<file path="src/design/polymer_bond_force_accumulator_core_defines.svh">
// Assertion macros for the bond force accumulator core.
// Needs clk and rst_n in scope at the place of use.
`ifndef POLYMER_BOND_FORCE_ACCUMULATOR_CORE_DEFINES_SVH
`define POLYMER_BOND_FORCE_ACCUMULATOR_CORE_DEFINES_SVH

// Same-cycle implication, checked out of reset.
`define PBFA_ASSERT_IMP(lbl, ante, cons) \
  lbl: assert property (@(posedge clk) disable iff (!rst_n) (ante) |-> (cons)) \
    else $error("pbfa: same-cycle check failed");

// Next-cycle implication, checked out of reset.
`define PBFA_ASSERT_NXT(lbl, ante, cons) \
  lbl: assert property (@(posedge clk) disable iff (!rst_n) (ante) |=> (cons)) \
    else $error("pbfa: next-cycle check failed");

`endif

</file>
<file path="src/design/pbfa_mul.sv">
`timescale 1ns / 1ps
// Iterative 64x64 unsigned multiplier, 16 multiplier bits per cycle.
// Depends on nothing but the clock and reset.
module pbfa_mul (
  input  logic         clk,
  input  logic         rst_n,
  input  logic         go,
  input  logic [63:0]  op_a,
  input  logic [63:0]  op_b,
  output logic         done,
  output logic [127:0] prod
);

  logic         busy_r;
  logic         done_r;
  logic [1:0]   step_r;
  logic [63:0]  a_r;
  logic [63:0]  b_r;
  logic [127:0] acc_r;
  logic [79:0]  part;
  logic [127:0] acc_nxt;

  assign part    = a_r * b_r[15:0];
  assign acc_nxt = acc_r + (128'(part) << {step_r, 4'd0});

  always_ff @(posedge clk) begin
    if (!rst_n) begin
      busy_r <= 1'b0;
      done_r <= 1'b0;
      step_r <= 2'd0;
    end else begin
      done_r <= 1'b0;
      if (go) begin
        busy_r <= 1'b1;
        step_r <= 2'd0;
      end else if (busy_r) begin
        step_r <= step_r + 2'd1;
        if (step_r == 2'd3) begin
          busy_r <= 1'b0;
          done_r <= 1'b1;
        end
      end
    end
  end

  always_ff @(posedge clk) begin
    if (go) begin
      a_r   <= op_a;
      b_r   <= op_b;
      acc_r <= 128'd0;
    end else if (busy_r) begin
      b_r   <= {16'd0, b_r[63:16]};
      acc_r <= acc_nxt;
    end
  end

  assign done = done_r;
  assign prod = acc_r;

endmodule

</file>
<file path="config.mk">
export PLATFORM = sky130hd
export DESIGN_NAME = pbfa_mul
export DESIGN_NICKNAME = d
export VERILOG_FILES = /design/src/design/polymer_bond_force_accumulator_core_defines.svh /design/src/design/pbfa_mul.sv
export SDC_FILE = /design/constraint.sdc
export NUM_CORES = 2
export LEC_CHECK = 0
export ABC_AREA = 1
export BUFFER_PORTS_ARGS = -buffer_cell sky130_fd_sc_hd__buf_4
export CAP_MARGIN = 15
export CORE_MARGIN = 2
export CORE_UTILIZATION = 55
export DETAILED_ROUTE_END_ITERATION = 8
export GPL_ROUTABILITY_DRIVEN = 1
export PLACE_DENSITY = 0.7
export SLEW_MARGIN = 20
export SYNTH_ARGS = -nofsm -noshare
export SYNTH_HDL_FRONTEND = slang
export SYNTH_SLANG_ARGS = --single-unit
</file>
<file path="constraint.sdc">
create_clock -name clk -period 8.7 [get_ports clk]
set_input_delay 0.435 -clock clk [delete_from_list [all_inputs] [get_ports clk]]
set_output_delay 0.435 -clock clk [all_outputs]
set_load 0.05 [all_outputs]
</file>
==> metrics.csv <==
metric,value,unit
die_h,322.6,um
place.gp.congestion,1.058,
cpPeakStageDelay,0.68,ns
htreeDepth,2,
yosys.area.top_type_share,31.09,%
synthToLayoutAreaGrowth,33.58,%
finalSetupViolCount,51,
drive_gt1_share,26.52,%
hold_depth,3,
synthesis.nets,9418,
core,100300,um^2
ys_top_cells_by_area,"fa_1 31%, nand2_1 15%, inv_1 13%, edfxtp_1 6.9%, ha_1 6.3%",
ys_types,54,
firstDrtPassIters,9,
finClkSkew,0.06662,ns
ant_nets,0,
ys_top_cells_by_count,"2175 x nand2_1, 1874 x inv_1, 867 x fa_1, 729 x nor2_1, 402 x a21oi_1",
cp-end-kind,flip-flop,
antenna_found_initial,3,
clock_sinks,260,
place.detailed.hpwl,189.8,mm
clk_path_buf_depth,3,
dr_total_vias,61410,
synthFlopType,dfxtp_1,
drc_errors,4,
wirelength,241.7,mm
synthesis.area,55830,um^2
grt_pass1_wl,350.0,mm
drt_iter0_drc,6661,
maxSlewViolCount,0,
worst_pin_slew,1.196,ns
overflow,0,
async_flop_share,0,%
hold_violations,0,
tns,-6.392,ns
grtUsageTotal,44.95,%
cts_root_buf,clkbuf_16,
grt_pass1_vias,61180,
start_kind,flip-flop,
critPathSlowestCell,fa_1,
synth_cells,8140,
yosys_register_bits,260,
nets,10830,
num_io_pins,260,
ff2ff_path_depth,42,
timing.rr.start,b_r[5],
grt_max_degree,95,
min_to,busy_r,
port_buffers,259,
die_area,104100,um^2
rsz0062_at_grt,true,
yosys_warnings,0,
max-slew-margin-rel,20.27,%
synth_edf_count,128,
drv_cap,0,
cts.clk_slew.worst_paths,0.07,ns
hold_class,in2reg,
reg2reg_to,prod[98],
period_needed,9.017,ns
die_w,322.6,um
wire_per_inst,22.09,um
clock_latency,0.68,ns
rrSetupSlack,-0.32,ns
crit_arrival,9.56,ns
postSynthAreaPerCell,6.858,um^2
cp_max_fo,17,
status,"complete, but fails checks",
cts_inserted_buffers,37,
yosys.area.top_type,fa_1,
critical_path_class,reg2reg,
violations,"DRC, setup timing",
hold_path_startpoint,rst_n,
via_per_inst,5.611,
cts_tree,done,
crit_start,b_r[5],
yosysMostFrequentCell,nand2_1,
clock.fmax,110.9,MHz
start_util,55.67,%
rows,116,
period_share,103.6,%
ys_seq_area_share,11.62,%
critPathRequiredTime,9.24,ns
setup_ws,-0.3168,ns
## routing by layer
metal / up-vias / global-route usage, % / part of all wire (%)
met5: - / 0 / 0.0074
met4: 4 / 31.05 / 9.4
met3: 1221 / 9.625 / 11
met2: 4086 / 71.05 / 44
met1: 28990 / 55.09 / 35
li1: 27110 / - / -
## cell families after synthesis
kind of cell	synth area share, %
XOR/XNOR	1.658
buffers and inverters	15.20
adder cells (fa/ha/maj)	37.37
AO/OA/AOI/OAI	9.550
flip-flops	11.62
AND/OR/NAND/NOR	24.61
## through the flow
stage               instances  instance area, um^2  hold slack, ns  setup WS (ns)  utilization (%)
floorplan                8140                55830          0.4874          1.211                -
global placement        10740                68730          0.4568        -0.5249            68.53
global route            10940                74570         0.08420        -0.6080            74.35
CTS                     10900                71350         0.05381       -0.01559            71.15
finish                  10940                74570         0.07038        -0.3168            74.36
detailed placement      10740                68730          0.4633        -0.5377            68.53
## cells in the final DEF (no fill, tap or decap), types with 115 or more instances in the layout
master / Yosys / routed
fa_1: 867 / 855
edfxtp_1: 128 / 128
o21ai_1: 68 / 119
nor2_2: 34 / 179
o21ai_0: 309 / 215
nand3_1: 287 / 224
nand2_1: 2175 / 2079
inv_1: 1874 / 1854
nor2_1: 729 / 550
a21oi_1: 402 / 292
buf_4: 0 / 1578
a21oi_2: 9 / 115
dfxtp_1: 132 / 129
ha_1: 280 / 191
nand2_2: 28 / 123
## worst max path at each step
stage                            to  slack (ns)  cells past startpoint
final                      prod[98]       -0.32                     42
after global routing      prod[120]       -0.61                     43
after CTS                 prod[112]       -0.02                     47
after detailed placement   prod[70]       -0.54                     44
after global placement     prod[70]       -0.52                     42
after floorplan           prod[123]        1.21                     44
## sequential cells by signal, summed over array words and instances (netlist names)
| name | count |
|---|---|
| a_r | 64 |
| prod | 128 |
| b_r | 64 |
| done | 1 |
| step_r | 2 |
| busy_r | 1 |
## area by class of cell
type	instances	area, um^2
multi-input cells	5621	44080
clock inverters	24	284.0
diodes	2	5.005
flip-flops and latches	260	6492
fillers	7626	25720
repair buffers	1709	13800
clock buffers	44	983.4
inverters	1927	7234
well taps	1357	1698
## critical path: cells and delay by family, from the launching register on
kind            cells  cell delay, ns
flops               1            0.44
compound gates      6            1.09
xor+xnor            1            0.14
simple gates       13            1.72
fa+ha+maj           8            3.92
buf+inv            14            1.59
## repair_timing
action                                  in CTS  in global routing
endpoints found under the hold margin       64                  0
gates resized for setup                    132                718
hold buffers                                64                  0
endpoints found under the setup margin      79                102
buffers inserted                            21                 42
gates cloned                                 1                  5
pin swaps                                   18                129
Power is left out: the tool's default activity adds up to more than one toggle a clock period on the data nets, which glitch-free logic cannot reach.
