`src/design/polymer_bond_force_accumulator_core_defines.svh`:
```
// Assertion macros for the bond force accumulator core.
// Needs clk and rst_n in scope at the place of use.
`ifndef POLYMER_BOND_FORCE_ACCUMULATOR_CORE_DEFINES_SVH
`define POLYMER_BOND_FORCE_ACCUMULATOR_CORE_DEFINES_SVH

// Same-cycle implication, checked out of reset.
`define PBFA_ASSERT_IMP(lbl, ante, cons) \
  lbl: assert property (@(posedge clk) disable iff (!rst_n) (ante) |-> (cons)) \
    else $error("pbfa: same-cycle check failed");

// Next-cycle implication, checked out of reset.
`define PBFA_ASSERT_NXT(lbl, ante, cons) \
  lbl: assert property (@(posedge clk) disable iff (!rst_n) (ante) |=> (cons)) \
    else $error("pbfa: next-cycle check failed");

`endif

```
`src/design/pbfa_div.sv`:
```
`timescale 1ns / 1ps
// Restoring divider, 80-bit dividend by 64-bit divisor, one quotient bit a cycle.
// Depends on nothing but the clock and reset.
module pbfa_div (
  input  logic        clk,
  input  logic        rst_n,
  input  logic        go,
  input  logic [79:0] dividend,
  input  logic [63:0] divisor,
  output logic        done,
  output logic [79:0] quotient
);

  logic        busy_r;
  logic        done_r;
  logic [6:0]  cnt_r;
  logic [79:0] dvd_r;
  logic [63:0] dvs_r;
  logic [64:0] rem_r;
  logic [64:0] rem_s;
  logic        fits;

  assign rem_s = {rem_r[63:0], dvd_r[79]};
  assign fits  = rem_s >= {1'b0, dvs_r};

  always_ff @(posedge clk) begin
    if (!rst_n) begin
      busy_r <= 1'b0;
      done_r <= 1'b0;
      cnt_r  <= 7'd0;
    end else begin
      done_r <= 1'b0;
      if (go) begin
        busy_r <= 1'b1;
        cnt_r  <= 7'd0;
      end else if (busy_r) begin
        cnt_r <= cnt_r + 7'd1;
        if (cnt_r == 7'd79) begin
          busy_r <= 1'b0;
          done_r <= 1'b1;
        end
      end
    end
  end

  always_ff @(posedge clk) begin
    if (go) begin
      dvd_r <= dividend;
      dvs_r <= divisor;
      rem_r <= 65'd0;
    end else if (busy_r) begin
      rem_r <= fits ? rem_s - {1'b0, dvs_r} : rem_s;
      dvd_r <= {dvd_r[78:0], fits};
    end
  end

  assign done     = done_r;
  assign quotient = dvd_r;

endmodule
```
`config.mk`:
```
export PLATFORM = sky130hd
export DESIGN_NAME = pbfa_div
export DESIGN_NICKNAME = d
export VERILOG_FILES = /design/src/design/polymer_bond_force_accumulator_core_defines.svh /design/src/design/pbfa_div.sv
export SDC_FILE = /design/constraint.sdc
export NUM_CORES = 1
export LEC_CHECK = 0
export ABC_AREA = 1
export BUFFER_PORTS_ARGS = -buffer_cell sky130_fd_sc_hd__buf_4
export CORE_MARGIN = 10
export CORE_UTILIZATION = 45
export CTS_BUF_LIST = sky130_fd_sc_hd__clkbuf_4 sky130_fd_sc_hd__clkbuf_8 sky130_fd_sc_hd__clkbuf_16
export CTS_CLUSTER_DIAMETER = 40
export CTS_CLUSTER_SIZE = 8
export DETAILED_ROUTE_END_ITERATION = 6
export MAX_ROUTING_LAYER = met4
export PLACE_DENSITY = 0.65
export RECOVER_POWER = 100
export SLEW_MARGIN = 5
export SYNTH_ARGS = -nofsm -noshare
export SYNTH_HDL_FRONTEND = slang
export SYNTH_SLANG_ARGS = --single-unit
export TNS_END_PERCENT = 50
```
`constraint.sdc`:
```
create_clock -name clk -period 3.5 [get_ports clk]
set_input_delay 0.525 -clock clk [delete_from_list [all_inputs] [get_ports clk]]
set_output_delay 0.525 -clock clk [all_outputs]
set_load 0.02 [all_outputs]
```
==> results.md <==
- Run status: finished with violations
- Violated checks: max-capacitance violations, max-slew violations
- Rows: 66
- CORE AREA: 32,800 um^2
- Number of storage elements in the synthesis netlist: 217
- Clock transition at the registers of the reported paths: 0.05 ns
- Fraction of the yosys area taken by sequential cells: 38.4%
- Detailed-placement wirelength estimate: 40,600 um
- Area enclosed by the die boundary: 41,200 um^2
- Remaining global-route overflow: 0
- Crit path required time: 3.91 ns
- Initial antenna violation count: 2
- Worst slew margin relative to its limit: -82.2%
- Number of remaining DRC errors: 0
- Routability-driven placement congestion ratio: 1.04
- Number of buffers inserted by post-CTS setup repair: 0
- Worst reg2reg setup slack: 0.40 ns
- Worst Skew: 0.0159 ns
- Max-cap violations: 3
- Die height: 203 um
- Violation count after the first detailed-route iteration: 911
- Power per standard cell area: 424 nW/um^2
- Cts bufs inserted: 39
- Maximum buffer depth of the clock tree: 3
- Largest fanout of any net on the critical path: 43
- Static Leakage: 9.61 nW
- Pin count of the biggest net entering global routing: 89
- Placed Cells incl. Taps: 2,884
- Number of buffers inserted for hold repair after clock tree synthesis: 0
- Worst reg2reg endpoint: rem_r[4]$_SDFFE_PP0P_
- Crit start category: flop
- Sequential cell area: 5790 um^2
- Power Total: 7.69 mW
- H-Tree Level Count: 2
- Maximum achievable frequency: 322 MHz
- DP Area: 17,200 um^2
- Post-synthesis cell type with the largest combined area: edfxtp_1
- Proportion of synthesized flip-flops having asynchronous set or reset: 0%
- Final core utilization: 55.2%
- Top cell type's share of synthesized area: 28.7%
- Global-route wire length before repair: 78,500 um
- Count of buffers from port buffering: 227
- Worst-skew pair later-pin latency: 0.55 ns
- Most repeated cell in the gate-level netlist after synthesis: nand2_1
- Fraction of layout cells with a size suffix above 1: 11.6%
- Post-synthesis instance total: 2,250
- Number of global-route vias before repair: 14,375
- Worst reg2reg startpoint: dvs_r[6]$_DFFE_PP_
- Unrepaired setup endpoints after global routing: false
- Number of nets in the layout: 2,696
- Clock sink count: 217
- Layout overhead on the synthesized area: 20.1%
- Average routed wire per standard cell: 17.1 um
- Count of different cell masters after synthesis: 34
- Post-synth top flop: edfxtp_1
- Most frequent cells after synthesis: 960 x nand2_1, 415 x inv_1, 144 x edfxtp_1
- Kind of path behind the tightest hold check: input port to flop
- Post-synthesis net count: 2,463
- Starting density of the core: 46.0%
- Critical Path Sink Type: flop
- Worst-case reg-to-reg path depth: 17
- Total wirelength of the detailed-routed design: 50,500 um
- Leading post-synthesis cells by cell area: edfxtp_1 29%, nand2_1 24%, inv_1 10%, dfxtp_1 9.7%, ha_1 5.4%
- DR vias: 14,312
- Filler cells: 3,392
- Count of instances resized after the clock tree is built: 0
- Worst path arrival time: 3.52 ns
- Type of the worst setup path: flop to flop
- Total non-filler cell area in the finished layout: 18,100 um^2
- Die W: 203 um
- Area taken by multi-input logic gates: 7250 um^2
- Number of enable flip-flop cells after synthesis: 144
- Avg Cell Area, Syn: 6.70 um^2
- Crit path capture: rem_r[4]$_SDFFE_PP0P_
- Start point of the critical path: dvs_r[6]$_DFFE_PP_
- Clock tree root buffer cell: clkbuf_16
- Fin. Hold Viols: 0
- Share of the clock period used by the worst path: 88.7%
- TritonCTS clock tree: built
- Setup_tns: 0 ns
- Total global routing track utilization: 24.9%
- Via density: 4.84
- Count of final setup violators: 0
- Final standard cell count with taps included and fillers excluded: 2,958
- Highest ir drop seen on vdd: 0.369 mV
- Number of synthesis warnings: 0
- Final Max Tran Viols: 201
- Pin slew with the least headroom to its limit: 2.73 ns
- Remaining antenna violation count after routing: 0
- Post-Synthesis Cell Area: 15,100 um^2
- Final critical delay including setup and external delays: 3.10 ns
- I/O pin cnt: 228
- Number of optimization iterations in the first detailed-route pass: 7
==> how the worst min path moves through the flow <==
stage / start / end / cells past startpoint
2_1_floorplan: rem_r[27]$_SDFFE_PP0P_ / rem_r[27]$_SDFFE_PP0P_ / 2
3_3_place_gp: rem_r[44]$_SDFFE_PP0P_ / rem_r[44]$_SDFFE_PP0P_ / 2
3_5_place_dp: rem_r[45]$_SDFFE_PP0P_ / rem_r[45]$_SDFFE_PP0P_ / 2
4_1_cts: divisor[62] / dvs_r[62]$_DFFE_PP_ / 1
5_1_grt: divisor[17] / dvs_r[17]$_DFFE_PP_ / 1
6_report: divisor[62] / dvs_r[62]$_DFFE_PP_ / 1
==> flip-flops by register name, indices dropped and copies added (netlist names) <==
signal    count
quotient     80
dvs_r        64
rem_r        64
cnt_r         7
busy_r        1
done          1
==> cell families after synthesis <==
group,after synthesis,synth area share [%]
XOR/XNOR,31,1.80
AND/OR/NAND/NOR,1332,37.4
AO/OA/AOI/OAI,110,3.83
buffers and inverters,494,13.0
flip-flops,217,38.4
adder cells (fa/ha/maj),66,5.53
==> layout make-up <==
| type | count | share of cell area [%] |
|---|---|---|
| multi-input cells | 1539 | 40.0 |
| flip-flops and latches | 217 | 31.9 |
| inverters | 445 | 9.24 |
| repair buffers | 241 | 8.41 |
| clock buffers | 56 | 6.20 |
| well taps | 442 | 3.05 |
| clock inverters | 16 | 1.10 |
| diodes | 2 | 0.0276 |
==> cell usage in the layout (no fill, tap or decap), types with 15 or more instances in the layout <==
| cell type | n |
|---|---|
| nand2_1 | 961 |
| inv_1 | 416 |
| nand3_1 | 147 |
| edfxtp_1 | 144 |
| nor2_1 | 109 |
| buf_4 | 87 |
| clkbuf_1 | 85 |
| clkbuf_4 | 78 |
| dfxtp_1 | 73 |
| ha_1 | 65 |
| a21oi_1 | 53 |
| clkbuf_16 | 39 |
| nand3b_1 | 37 |
| o21ai_0 | 30 |
| xnor2_1 | 28 |
| inv_2 | 24 |
| nand4_1 | 17 |
| nor3_1 | 15 |
| o21ai_1 | 15 |
==> power by group <==
group          leakage [nW]  switching [mW]  internal, mW
clock network         0.663            1.29          2.46
logic                  6.91           0.601         0.305
registers              2.04          0.0842          2.94
total                  9.61            1.98          5.71
==> through the flow <==
stage                     hold WS (ns)  setup WS (ns)
final                            0.170          0.396
after global routing             0.153          0.229
after CTS                        0.119          0.579
after detailed placement         0.457          0.602
after global placement           0.456          0.626
after floorplan                  0.443           1.18
==> critical path, cell delays in order (launching register included) <==
cell and delay (ns):
edfxtp_1 0.32, inv_1 0.04, ha_1 0.36, nand2_1 0.10, nand2_1 0.07, nand2_1 0.07, nand2_1 0.09, clkinv_1 0.06
nand3_1 0.26, nand2_1 0.16, nand2_2 0.11, nand2_2 0.11, nand2_2 0.10, nand2_1 0.18, buf_4 0.50, nand3_1 0.17
nand3_1 0.14, o21ai_1 0.09
==> layer usage <==
metal | track usage, % | routed length (um) | up-vias
li1 | - | - | 7377
met1 | 30.8 | 22500 | 6470
met2 | 38.4 | 22300 | 391
met3 | 7.55 | 4370 | 74
met4 | 7.94 | 1270 | 0
met5 | - | 0 | -
(Power assumes the default switching activity.)
